### src/rtl/pwcd_pkg.sv
// pwcd_pkg: shared types and constants for the pulse width command decoder
// no dependencies; imported by pwcd_track, pwcd_classify, the top level and the testbench
`default_nettype none

package pwcd_pkg;

  typedef enum logic [2:0] {
    CMD_OFF     = 3'd0,
    CMD_REVERSE = 3'd1,
    CMD_LEFT    = 3'd2,
    CMD_RIGHT   = 3'd3,
    CMD_FORWARD = 3'd4
  } cmd_t;

  localparam logic [4:0] PAT_OFF     = 5'h00;
  localparam logic [4:0] PAT_REVERSE = 5'h09;
  localparam logic [4:0] PAT_LEFT    = 5'h0A;
  localparam logic [4:0] PAT_RIGHT   = 5'h11;
  localparam logic [4:0] PAT_FORWARD = 5'h12;

  // band bounds, open below and closed above
  localparam logic [7:0] FWD_LO = 8'd90;
  localparam logic [7:0] FWD_HI = 8'd104;
  localparam logic [7:0] RGT_LO = 8'd79;
  localparam logic [7:0] RGT_HI = 8'd87;
  localparam logic [7:0] LFT_LO = 8'd60;
  localparam logic [7:0] LFT_HI = 8'd68;
  localparam logic [7:0] REV_LO = 8'd28;
  localparam logic [7:0] REV_HI = 8'd36;

  localparam int unsigned MARGIN_W   = 4;
  localparam int unsigned HELD_OUT_W = 8;
  localparam int unsigned WIDE_W     = 16;
  localparam int unsigned DATA_W     = 32;
  localparam int unsigned ADDR_W     = 3;

  localparam logic [MARGIN_W-1:0] MARGIN_RESET = 4'd4;
  localparam logic                REG_MARGIN   = 1'b0;

  typedef struct packed {
    cmd_t       command;
    logic [4:0] pattern;
  } decode_t;

  function automatic logic band_hit(input logic [WIDE_W-1:0] v,
                                    input logic [7:0] lo,
                                    input logic [7:0] hi);
    logic [WIDE_W-1:0] lo_w;
    logic [WIDE_W-1:0] hi_w;
    lo_w = WIDE_W'(lo);
    hi_w = WIDE_W'(hi);
    return (v > lo_w) && (v <= hi_w);
  endfunction

endpackage

`default_nettype wire

### src/rtl/pwcd_track.sv
// pwcd_track: edge detect, saturating tick counter and held width with hysteresis
// depends on pwcd_pkg
`default_nettype none

module pwcd_track import pwcd_pkg::*; #(
  parameter int unsigned COUNT_WIDTH = 8
) (
  input  wire                    clk,
  input  wire                    rst_n,
  input  wire                    en,
  input  wire                    line_level,
  input  wire                    tick,
  input  wire [MARGIN_W-1:0]     margin,
  output logic [COUNT_WIDTH-1:0] held_cur,
  output logic [COUNT_WIDTH-1:0] held_nxt
);

  localparam int unsigned CW1 = COUNT_WIDTH + 1;
  localparam logic [COUNT_WIDTH-1:0] CNT_TOP = {COUNT_WIDTH{1'b1}};
  localparam logic [COUNT_WIDTH-1:0] HELD_RESET = COUNT_WIDTH'(4);

  logic                   prev_r, prev_nxt;
  logic                   meas_r, meas_nxt;
  logic [COUNT_WIDTH-1:0] cnt_r, cnt_nxt;
  logic [COUNT_WIDTH-1:0] held_r;
  logic                   rise, fall;
  logic [CW1-1:0]         cnt_w, held_w, margin_w;
  logic                   in_window;

  always_comb begin
    rise     = line_level & ~prev_r;
    fall     = ~line_level & prev_r;
    prev_nxt = line_level;
    meas_nxt = meas_r;
    cnt_nxt  = cnt_r;
    if (rise) begin
      cnt_nxt  = '0;
      meas_nxt = 1'b1;
    end else if (fall) begin
      meas_nxt = 1'b0;
    end else if (meas_r && tick && (cnt_r != CNT_TOP)) begin
      cnt_nxt = cnt_r + COUNT_WIDTH'(1);
    end
  end

  // window (held - margin, held + margin] without wrap
  always_comb begin
    cnt_w     = CW1'(cnt_nxt);
    held_w    = CW1'(held_r);
    margin_w  = CW1'(margin);
    in_window = ((cnt_w + margin_w) > held_w) && (cnt_w <= (held_w + margin_w));
    held_nxt  = held_r;
    if (!line_level && !in_window) begin
      held_nxt = cnt_nxt;
    end
  end

  assign held_cur = held_r;

  always_ff @(posedge clk) begin
    if (!rst_n) begin
      prev_r <= 1'b0;
      meas_r <= 1'b0;
      cnt_r  <= '0;
      held_r <= HELD_RESET;
    end else if (en) begin
      prev_r <= prev_nxt;
      meas_r <= meas_nxt;
      cnt_r  <= cnt_nxt;
      held_r <= held_nxt;
    end
  end

endmodule

`default_nettype wire

### src/rtl/pwcd_classify.sv
// pwcd_classify: sorts a held width into a command and drive pattern
// depends on pwcd_pkg
`default_nettype none

module pwcd_classify import pwcd_pkg::*; #(
  parameter int unsigned COUNT_WIDTH = 8
) (
  input  wire [COUNT_WIDTH-1:0] held,
  output decode_t               dec,
  output logic [HELD_OUT_W-1:0] held_shown
);

  logic [WIDE_W-1:0] held_w;

  always_comb begin
    held_w = WIDE_W'(held);
    if (band_hit(held_w, FWD_LO, FWD_HI)) begin
      dec = '{command: CMD_FORWARD, pattern: PAT_FORWARD};
    end else if (band_hit(held_w, RGT_LO, RGT_HI)) begin
      dec = '{command: CMD_RIGHT, pattern: PAT_RIGHT};
    end else if (band_hit(held_w, LFT_LO, LFT_HI)) begin
      dec = '{command: CMD_LEFT, pattern: PAT_LEFT};
    end else if (band_hit(held_w, REV_LO, REV_HI)) begin
      dec = '{command: CMD_REVERSE, pattern: PAT_REVERSE};
    end else begin
      dec = '{command: CMD_OFF, pattern: PAT_OFF};
    end
    held_shown = (held_w > WIDE_W'(255)) ? {HELD_OUT_W{1'b1}} : held_w[HELD_OUT_W-1:0];
  end

endmodule

`default_nettype wire

### src/rtl/pulse_width_command_decoder.sv
// pulse_width_command_decoder: top level, input word register, result register, apb margin
// input register, then result register; one word per cycle unless a waiting result stalls
// input register plus result register, so a word is taken while a result waits
// reset (synchronous, rst_n low): counter idle at 0, held width 4, margin 4, both stages empty
// depends on pwcd_pkg, pwcd_track and pwcd_classify
`default_nettype none

module pulse_width_command_decoder import pwcd_pkg::*; #(
  parameter int unsigned COUNT_WIDTH = 8
) (
  input  wire                   clk,
  input  wire                   rst_n,
  input  wire                   in_valid,
  output logic                  in_ready,
  input  wire                   in_line_level,
  input  wire                   in_tick,
  output logic                  out_valid,
  input  wire                   out_ready,
  output logic [2:0]            out_command,
  output logic [4:0]            out_drive_pattern,
  output logic [HELD_OUT_W-1:0] out_held_value,
  input  wire                   psel,
  input  wire                   penable,
  input  wire                   pwrite,
  input  wire  [ADDR_W-1:0]     paddr,
  input  wire  [DATA_W-1:0]     pwdata,
  output logic [DATA_W-1:0]     prdata,
  output logic                  pready
);

  logic                   in_valid_r;
  logic                   level_r;
  logic                   tick_r;
  logic                   out_valid_r;
  cmd_t                   command_r;
  logic [4:0]             pattern_r;
  logic [HELD_OUT_W-1:0]  held_shown_r;
  logic [MARGIN_W-1:0]    margin_r;
  logic                   advance;
  logic                   cfg_wr;
  logic [COUNT_WIDTH-1:0] held_cur;
  logic [COUNT_WIDTH-1:0] held_nxt;
  decode_t                dec;
  logic [HELD_OUT_W-1:0]  held_shown;

  assign advance  = in_valid_r && (!out_valid_r || out_ready);
  assign in_ready = !in_valid_r || advance;
  assign pready   = 1'b1;
  assign cfg_wr   = psel && penable && pwrite && pready && (paddr[2] == REG_MARGIN);
  assign prdata   = (paddr[2] == REG_MARGIN) ? DATA_W'(margin_r) : '0;

  pwcd_track #(.COUNT_WIDTH(COUNT_WIDTH)) u_track (
    .clk        (clk),
    .rst_n      (rst_n),
    .en         (advance),
    .line_level (level_r),
    .tick       (tick_r),
    .margin     (margin_r),
    .held_cur   (held_cur),
    .held_nxt   (held_nxt)
  );

  pwcd_classify #(.COUNT_WIDTH(COUNT_WIDTH)) u_classify (
    .held       (held_nxt),
    .dec        (dec),
    .held_shown (held_shown)
  );

  always_ff @(posedge clk) begin
    if (!rst_n) begin
      margin_r <= MARGIN_RESET;
    end else if (cfg_wr) begin
      margin_r <= pwdata[MARGIN_W-1:0];
    end
  end

  always_ff @(posedge clk) begin
    if (!rst_n) begin
      in_valid_r <= 1'b0;
    end else if (in_ready) begin
      in_valid_r <= in_valid;
    end
  end

  always_ff @(posedge clk) begin
    if (in_valid && in_ready) begin
      level_r <= in_line_level;
      tick_r  <= in_tick;
    end
  end

  always_ff @(posedge clk) begin
    if (!rst_n) begin
      out_valid_r <= 1'b0;
    end else if (advance) begin
      out_valid_r <= 1'b1;
    end else if (out_ready) begin
      out_valid_r <= 1'b0;
    end
  end

  always_ff @(posedge clk) begin
    if (advance) begin
      command_r    <= dec.command;
      pattern_r    <= dec.pattern;
      held_shown_r <= held_shown;
    end
  end

  assign out_valid         = out_valid_r;
  assign out_command       = command_r;
  assign out_drive_pattern = pattern_r;
  assign out_held_value    = held_shown_r;

  a_held_while_high: assert property (@(posedge clk) disable iff (!rst_n)
    advance && level_r |-> held_nxt == held_cur)
    else $error("held width changed while line high");

  a_off_pattern: assert property (@(posedge clk) disable iff (!rst_n)
    out_valid_r |-> ((command_r == CMD_OFF) == (pattern_r == PAT_OFF)))
    else $error("command and drive pattern disagree");

  a_stage_kept: assert property (@(posedge clk) disable iff (!rst_n)
    in_valid_r && !advance |=> in_valid_r && $stable(level_r) && $stable(tick_r))
    else $error("stalled input word lost");

  a_result_follows: assert property (@(posedge clk) disable iff (!rst_n)
    advance |=> out_valid_r)
    else $error("result not registered after advance");

endmodule

`default_nettype wire

### config.mk
export PLATFORM = sky130hd
export DESIGN_NAME = pulse_width_command_decoder
export DESIGN_NICKNAME = d
export VERILOG_FILES = /design/src/rtl/pwcd_pkg.sv /design/src/rtl/pwcd_track.sv /design/src/rtl/pwcd_classify.sv /design/src/rtl/pulse_width_command_decoder.sv
export SDC_FILE = /design/constraint.sdc
export NUM_CORES = 1
export LEC_CHECK = 0
export BUFFER_PORTS_ARGS = -buffer_cell sky130_fd_sc_hd__buf_2
export CORE_MARGIN = 3
export CORE_UTILIZATION = 53
export CTS_CLUSTER_SIZE = 12
export DETAILED_ROUTE_END_ITERATION = 8
export PLACE_DENSITY = 0.82
export SYNTH_ARGS = -nofsm -noshare
export SYNTH_HDL_FRONTEND = slang
export SYNTH_SLANG_ARGS = --single-unit
### constraint.sdc
create_clock -name clk -period 5.1 [get_ports clk]
set_input_delay 0.255 -clock clk [delete_from_list [all_inputs] [get_ports clk]]
set_output_delay 0.255 -clock clk [all_outputs]
set_load 0.02 [all_outputs]
==> metrics.md, run 1 <==
| Metric | Value |
|---|---|
| Yosys cell types | 60 |
| Required time reported for the critical path endpoint | 5.15 ns |
| Dpl hpwl | about 5.2 mm |
| Clock share of power | 0.376 |
| Worst slack on hold paths | 0.1350 ns |
| Level count of the clock H-tree | 2 |
| Vias in the first global route | ~2400 |
| Share of the clock period used by the worst path after layout | 0.9083 |
| Synth top area share | 0.1494 |
| Crit path arrival time | between 4 and 5 ns |
| P&R area growth vs syn | 8.479% |
| CTS clk-pin slew, worst paths | 0.08 ns |
| Clk Latency, worst-skew pair | 0.30 ns |
| Register area share after synthesis | 0.2987 |
| Per-instance average area after synthesis | between 8 and 9 um2 |
| Vias per Instance | 5.645 |
| Gate power share | 0.145 |
| Global-route wire length before repair | 11.16 mm |
| Main flop type after synthesis | sky130_fd_sc_hd__dfxtp_1 |
| RSZ-0062 raised after global routing | no |
| Die footprint | 7040 um2 |
| Crit path max-delay cell type | sky130_fd_sc_hd__fa_1 |
| Max clock buf depth | 2 |
| Slew @ Worst Pin | 0.7901 ns |
| Clock tree from TritonCTS | yes |
| Area of the multi-input gates | 1998 um2 |
| Total number of yosys warnings | 0 |
| Internal power | between 0.0005 and 0.0006 W |
| Kind of capture point of the worst setup path | register |
| Count of input and output buffers | 34 |
| Initial Util | 0.5668 |
| Pin count of the biggest net entering global routing | 25 |
| Number of vias after detailed routing | between 2000 and 3000 |
| Register bit total from synthesis | 40 |
| Setup crit start kind | register |
| Hold Path Class | in2reg |
| Share of post-route cells with drive strength above 1 | 0.1679 |
| Run status | finished clean |
| Crit path max fanout | 6 |
| Wire length per cell after detailed routing | 14.33 um |
| Cells after synthesis | between 300 and 400 |
| Upper clock frequency limit | 215.9 MHz |
| # Post-CTS Setup Buffers | 0 |
| Share of synthesized flip-flops with an asynchronous set or reset | 0 |
| Number of pins with negative max-slew slack in the final report | 0 |
| Maximum single-stage delay on the critical path | 0.41 ns |
| Total congestion overflow | 0 |
| Die extent in y | about 84 um |
| Switching power share of the total | 0.2588 |
| Skew final | 0.006654 ns |
| Dominant cell type by area after synthesis | sky130_fd_sc_hd__dfxtp_1 |
| Critical Path Most Common Cell | sky130_fd_sc_hd__ha_1 |
| Detailed-routing iteration count for the pre-antenna-repair pass | 5 |
| Final routed wirelength across all metal layers | between 6 and 7 mm |
| Antenna Diode Count | 0 |
| Rows | 27 |
| Sequential cell area | 960.9 um2 |
| Die X | 83.91 um |
| Type of the worst setup path | reg2reg |
| Routability congestion estimate from global placement | about 0.96 |
| Max-Slew Margin vs Limit | 0.4700 |
| First-iteration detailed-routing DRC count | 142 |
| Number of routed nets with antenna violations | 0 |
| Number of max-cap violations | 0 |
| Fin Setup TNS | 0 ns |
| Core area | 5675 um2 |
| Static power due to leakage | 1.522 nW |
| Number of ports placed on the die boundary | between 90 and 100 |
| Number of enable flip-flop cells after synthesis | 16 |
| Top post-synthesis cells by area | sky130_fd_sc_hd__dfxtp_1 (15%), sky130_fd_sc_hd__edfxtp_1 (15%), sky130_fd_sc_hd__ha_1 (11%), sky130_fd_sc_hd__buf_4 (7.5%), sky130_fd_sc_hd__nand2_1 (5.1%) |
| Hold-fix buffers, CTS | 0 |
| Power density normalized to cell area | a little over 200 nW/um2 |
| DRC viols | 0 |
| # nets final | 471 |
| Switching power | 0.0001859 W |
| Clk root buf | sky130_fd_sc_hd__clkbuf_8 |
| Min cycle time layout | 4.632 ns |
| Peak supply drop | 0.1667 mV |
| Antenna violations before repair | 0 |
| Total track usage | 0.1945 |
| FILL cells | between 400 and 500 |
| Total number of clock tree sinks | 40 |
| Final setup fails | 0 |
| CTS resizes | 0 |
| Hold Vio Cnt, Final | 0 |
| Synthesized area | 3217 um2 |
| Cell chain of the critical path | ha_1 > nand4_1 > o21ai_2 > xor2_1 > nor2_1 > ha_1 > fa_1 > a21oi_1 > nor2b_1 > o221a_2 > nand2_1 > mux2i_1 > ha_1 > nand4_1 > a21oi_1 > o41ai_1 > buf_4 > a2bb2oi_4 > nor2_4 > mux2i_1 > nand2_1 |
| Part of the total power dissipated in sequential elements | 0.479 |
| Total CTS buffers | 5 |
-- path summary, 6_finish.rpt --
| kind | start | endpoint | slack, ns | cells after the start |
|---|---|---|---|---|
| max | u_track.cnt_r[0]$_SDFFE_PN0P_ | out_drive_pattern[1]$_SDFFCE_PP1P_ | 0.47 | 21 |
| min | in_line_level | level_r$_DFFE_PP_ | 0.14 | 1 |
| max reg2reg | u_track.cnt_r[0]$_SDFFE_PN0P_ | out_drive_pattern[1]$_SDFFCE_PP1P_ | 0.47 | 21 |
| min reg2reg | u_track.meas_r$_SDFFE_PN0P_ | u_track.meas_r$_SDFFE_PN0P_ | 0.48 | 2 |
-- final cells by class --
class	instances	share of cell area
Inverter	19	0.02044
Clock buffer	6	0.02366
Tap cell	72	0.02582
Timing Repair Buffer	45	0.07243
Sequential cell	40	0.2754
Multi-Input combinational cell	287	0.5726
Clock inverter	2	0.009681
-- layout by cell type (no fill, tap or decap), drive strengths merged, types with 6 or more instances in the layout --
master	count
a21boi	11
a21oi	14
buf	45
clkbuf	6
conb	30
dfxtp	24
edfxtp	16
ha	27
inv	18
mux2i	14
nand2	44
nand3	8
nand4	8
nor2	19
nor2b	21
nor3	7
o21ai	16
xnor2	8
-- synth_stat cells (2+ instances only) --
cell type,instances
sky130_fd_sc_hd__nand2_1,44
sky130_fd_sc_hd__buf_4,32
sky130_fd_sc_hd__ha_1,27
sky130_fd_sc_hd__dfxtp_1,24
sky130_fd_sc_hd__nor2b_1,21
sky130_fd_sc_hd__inv_1,18
sky130_fd_sc_hd__nor2_1,18
sky130_fd_sc_hd__edfxtp_1,16
sky130_fd_sc_hd__o21ai_0,15
sky130_fd_sc_hd__a21oi_1,14
sky130_fd_sc_hd__mux2i_1,14
sky130_fd_sc_hd__a21boi_0,11
sky130_fd_sc_hd__clkbuf_1,9
sky130_fd_sc_hd__nand3_1,8
sky130_fd_sc_hd__xnor2_1,8
sky130_fd_sc_hd__nand4_1,7
sky130_fd_sc_hd__nor3_1,6
sky130_fd_sc_hd__and2_1,5
sky130_fd_sc_hd__nand2b_1,4
sky130_fd_sc_hd__xor2_1,4
sky130_fd_sc_hd__a21o_1,3
sky130_fd_sc_hd__a31oi_1,3
sky130_fd_sc_hd__and3_1,3
sky130_fd_sc_hd__a22o_1,2
sky130_fd_sc_hd__buf_2,2
sky130_fd_sc_hd__conb_1,2
sky130_fd_sc_hd__fa_1,2
sky130_fd_sc_hd__mux2_2,2
sky130_fd_sc_hd__mux2_4,2
sky130_fd_sc_hd__nand4b_1,2
sky130_fd_sc_hd__o2111ai_1,2
sky130_fd_sc_hd__o211ai_1,2
sky130_fd_sc_hd__o41ai_1,2
sky130_fd_sc_hd__or3_1,2
-- power by group through the flow --
stage / clock [W] / combinational, W / sequential, W
finish: 0.000270 / 0.000104 / 0.000344
global route: 0.000290 / 0.000113 / 0.000345
CTS: 0.000275 / 0.000104 / 0.000344
detailed placement: 0 / 0.000104 / 0.000351
global placement: 0 / 0.000101 / 0.000351
floorplan: 0 / 0.0000883 / 0.000358
-- registers in the layout (all words and copies together) (netlist names) --
name and cells:
u_track.held_cur 8, u_track.meas_r 1, out_held_value 8, out_command 3, out_valid 1, u_track.prev_r 1, level_r 1, out_drive_pattern 3
in_valid_r 1, tick_r 1, u_track.cnt_r 8, margin_r 4
-- worst max-delay path, delay by kind of cell, from the launching register on --
| family | cells | cell delay [ns] |
|---|---|---|
| flops | 1 | 0.34 |
| mux | 2 | 0.50 |
| fa+ha+maj | 4 | 1.14 |
| compound gates | 6 | 1.18 |
| simple gates | 7 | 0.89 |
| buf+inv | 1 | 0.19 |
| xor+xnor | 1 | 0.17 |
-- cell families (layout without fill, tap and decap cells) --
group / Yosys count / after routing / share of synthesized area
simple gates: 125 / 125 / 0.1988
compound gates: 73 / 73 / 0.1762
xor+xnor: 12 / 12 / 0.03267
mux: 18 / 18 / 0.05990
fa+ha+maj: 29 / 29 / 0.1175
buf+inv: 63 / 72 / 0.1140
other cells: 2 / 30 / 0.002335
flops: 40 / 40 / 0.2987
-- routing by layer --
metal	GRT usage	vias to the layer above	part of all wire
met5	0	-	0
met4	0.06579	0	0.012
met3	0.03455	6	0.068
met2	0.3348	111	0.50
met1	0.2441	1249	0.42
li1	-	1293	-
-- per-stage QoR --
step | area, um2 | worst slack, ns | util | total power, W | std cells
final | 3490 | 0.4679 | 0.6149 | 0.0007183 | 471
after global placement | 3369 | 0.5082 | 0.5937 | 0.0004517 | 463
after CTS | 3486 | 0.3435 | 0.6142 | 0.0007227 | 471
after global routing | 3490 | 0.08270 | 0.6149 | 0.0007483 | 471
after floorplan | 3322 | 0.3520 | - | 0.0004463 | 390
after detailed placement | 3369 | 0.3615 | 0.5937 | 0.0004551 | 463
(Power assumes the default switching activity.)
==> inputs of run 2 (changes only) <==
CORE_UTILIZATION = 54   (was 53)
REMOVE_ABC_BUFFERS = 1   (was unset)
SKIP_LAST_GASP = 1   (was unset)
SYNTH_HIERARCHICAL = 1   (was unset)
==> metrics.md, run 2 <==
| Metric | Value |
|---|---|
| Dpl hpwl | 6.086 mm |
| Share of the clock period used by the worst path after layout | 1.028 |
| Total CTS buffers | 5 |
| Cells after synthesis | 357 |
| Crit path max-delay cell type | sky130_fd_sc_hd__or4_4 |
| Routability congestion estimate from global placement | around 0.92 |
| Type of the worst setup path | reg2reg |
| Clk Latency, worst-skew pair | 0.29 ns |
| Crit path max fanout | 4 |
| Top post-synthesis cells by area | sky130_fd_sc_hd__edfxtp_1 (15%), sky130_fd_sc_hd__dfxtp_1 (14%), sky130_fd_sc_hd__ha_1 (9.7%), sky130_fd_sc_hd__buf_4 (8.6%), sky130_fd_sc_hd__mux2i_1 (4.0%) |
| Crit path arrival time | 5.39 ns |
| Vias in the first global route | 2834 |
| Share of post-route cells with drive strength above 1 | 0.3326 |
| Setup crit start kind | register |
| Vias per Instance | approximately 5.7 |
| Pin count of the biggest net entering global routing | 28 |
| Cell chain of the critical path | inv_2 > ha_4 > nand3b_1 > or3_1 > a21oi_2 > ha_1 > and4b_1 > a221oi_2 > mux2_4 > a21o_1 > nor2_1 > xor2_1 > ha_1 > buf_4 > nand4_1 > nor2_1 > a311o_1 > o21ba_4 > a211oi_4 > buf_4 > mux2_4 > or4_4 > a31oi_4 |
| Levels on crit path | 23 |
| Register area share after synthesis | 0.2926 |
| XOR/XNOR share of the synthesized area | 0.03765 |
| Fin Setup TNS | -0.7972 ns |
| Least setup slack across all paths after layout | -0.1440 ns |
| Post-Layout Cell Count | 511 |
| Hold Vio Cnt, Final | 0 |
| Origin of the critical flop-to-flop path | level_r$_DFFE_PP_ |
| Combinational family with the most area after synthesis | compound AO/OA/AOI/OAI gates |
| Cell count after placement | 496 |
| Commonest cells after routing, fill and taps aside | sky130_fd_sc_hd__buf_4 (52), sky130_fd_sc_hd__buf_2 (35), sky130_fd_sc_hd__conb_1 (30) |
| Count of input and output buffers | 35 |
| Worst Reg2Reg Path Length in Cells | 23 |
| Main flop type after synthesis | sky130_fd_sc_hd__dfxtp_1 |
| Level count of the clock H-tree | 2 |
| Global-route wire length before repair | 13.24 mm |
| P&R area growth vs syn | 20.15% |
| Worst slack on hold paths | 0.1349 ns |
| Buf+Inv Stages, Crit Path | 3 |
| Fraction of the mapped netlist area in adder cells | 0.1058 |
| Required time reported for the critical path endpoint | 5.24 ns |
| Register bit total from synthesis | 42 |
| Skew final | 0.008083 ns |
| Peak supply drop | roughly 0.12 mV |
| DRC viols | 0 |
| Die footprint | 7462 um2 |
| Clk root buf | sky130_fd_sc_hd__clkbuf_8 |
| Total congestion overflow | 0 |
| First-iteration detailed-routing DRC count | 259 |
| Synthesized-area fraction occupied by ao, oa, aoi and oai cells | 0.1976 |
| Top cell family by delay on the critical path | simple AND/OR/NAND/NOR gates |
| Clock tree from TritonCTS | yes |
| Power density normalized to cell area | ~210 nW/um2 |
| Final setup fails | 7 |
| Number of ports placed on the die boundary | 95 |
| Initial Util | 0.5725 |
| Worst setup path endpoint | out_drive_pattern[0]$_DFFE_PP_ |
| Total track usage | 0.2212 |
| Total number of clock tree sinks | 42 |
| Dominant cell type by area after synthesis | sky130_fd_sc_hd__edfxtp_1 |
| Number of pins with negative max-slew slack in the final report | 0 |
| Number of enable flip-flop cells after synthesis | 18 |
| Synthesized area | 3490 um2 |
| Number of routed nets with antenna violations | 0 |
| Simple-gate portion of the synthesized area | 0.1685 |
| Multiplexer share of the synthesized area | 0.07422 |
| Power Total | slightly below 0.0009 W |
| Detailed-routing iteration count for the pre-antenna-repair pass | 4 |
| Final routed wirelength across all metal layers | 8.059 mm |
| Leading cell types by count after synthesis | sky130_fd_sc_hd__buf_4 (40), sky130_fd_sc_hd__ha_1 (27), sky130_fd_sc_hd__dfxtp_1 (24), sky130_fd_sc_hd__nor2_1 (19), sky130_fd_sc_hd__edfxtp_1 (18) |
| Hold Path Class | in2reg |
| Slew @ Worst Pin | 0.6507 ns |
| Per-instance average area after synthesis | roughly 9.8 um2 |
| Hold-fix buffers, CTS | 0 |
| Die extent in y | roughly 86 um |
| CTS clk-pin slew, worst paths | around 0.080 ns |
| Synth top area share | 0.1549 |
| Critical path launch point | level_r$_DFFE_PP_ |
| Total number of yosys warnings | 6 |
| Wire length per cell after detailed routing | 15.77 um |
| RSZ-0062 raised after global routing | yes |
| Core utilization of the finished layout | 0.6878 |
| Antenna Diode Count | 0 |
| Rows | 28 |
| Upper clock frequency limit | 190.7 MHz |
| Static power due to leakage | around 1.8 nW |
| Endpoint of the most critical register-to-register path | out_drive_pattern[0]$_DFFE_PP_ |
| Kind of capture point of the worst setup path | register |
| Max-Slew Margin vs Limit | 0.5550 |
| Share of synthesized flip-flops with an asynchronous set or reset | 0 |
| Yosys cell types | 73 |
| Antenna violations before repair | 0 |
| Run status | complete, but fails checks |
| Min cycle time layout | 5.244 ns |
| Count leader, synth | sky130_fd_sc_hd__buf_4 |
| Violated checks | setup timing |
| Max clock buf depth | 2 |
| Slack of the worst reg-to-reg path | -0.14 ns |
| Number of max-cap violations | 0 |
| Die X | between 80 and 90 um |
| Core area | around 6100 um2 |
| Maximum single-stage delay on the critical path | 0.54 ns |
| # nets final | just over 500 |
| Most common library cell in the layout ignoring fill and taps | sky130_fd_sc_hd__buf_4 |
| Number of vias after detailed routing | 2889 |
## run 2: cell count changes after synthesis, moves of 6 or more
| cell | previous run | this run |
|---|---|---|
| sky130_fd_sc_hd__buf_4 | 32 | 40 |
| sky130_fd_sc_hd__clkbuf_1 | 9 | 3 |
| sky130_fd_sc_hd__a21boi_0 | 11 | 0 |
| sky130_fd_sc_hd__o21ai_0 | 15 | 6 |
| sky130_fd_sc_hd__nor2b_1 | 21 | 9 |
| sky130_fd_sc_hd__nand2_1 | 44 | 15 |
## run 2: power by group
| part | leakage, nW | internal [W] | switching, W |
|---|---|---|---|
| registers | 0.369 | 0.000370 | 0.0000102 |
| clock network | 0.0524 | 0.000147 | 0.000114 |
| logic | 1.38 | 0.000113 | 0.000139 |
## run 2: worst min-delay path by stage
stage / start / to / slack [ns] / cells past startpoint
3_5_place_dp: in_tick / tick_r$_DFFE_PP_ / 0.43 / 1
4_1_cts: in_tick / tick_r$_DFFE_PP_ / 0.12 / 1
2_1_floorplan: rst_n / u_track/held_cur[2]$_SDFFE_PN1P_ / 0.34 / 1
5_1_grt: in_line_level / level_r$_DFFE_PP_ / 0.13 / 1
6_report: in_tick / tick_r$_DFFE_PP_ / 0.13 / 1
3_3_place_gp: in_tick / tick_r$_DFFE_PP_ / 0.43 / 1
## run 2: per-stage QoR
| stage | area [um2] | worst slack [ns] |
|---|---|---|
| 2_1_floorplan | 3231 | -0.5832 |
| 3_3_place_gp | 3885 | -0.2053 |
| 3_5_place_dp | 3885 | -0.3895 |
| 4_1_cts | 4140 | -0.1608 |
| 5_1_grt | 4193 | -0.4421 |
| 6_report | 4193 | -0.1440 |
## run 2: per-layer routing
layer / GRT usage / vias to the layer above / wire length (um)
li1: - / 1411 / -
met5: 0 / - / 0
met2: 0.3894 / 104 / 4060
met3: 0.03327 / 14 / 538
met4: 0.06941 / 0 / 155
met1: 0.2775 / 1360 / 3304
## run 2: logic make-up after synthesis
family	Yosys count
fa+ha+maj	29
compound gates	83
other cells	3
mux	22
simple gates	98
buf+inv	65
flops	42
xor+xnor	15
## run 2: layout make-up
class | instances | area [um2]
clock buffer | 7 | 76.32
fill | 479 | 1903
sequential | 42 | 1021
timing repair buffer | 93 | 633.1
tap | 75 | 93.84
multi-input combinational | 277 | 2278
clock inverter | 1 | 30.03
inverter | 16 | 60.06
## run 2: what timing repair did
item	4_1_cts	5_1_grt
endpoints found under the setup margin	8	8
gates resized for setup	25	6
pin swaps	23	7
buffers inserted	4	3
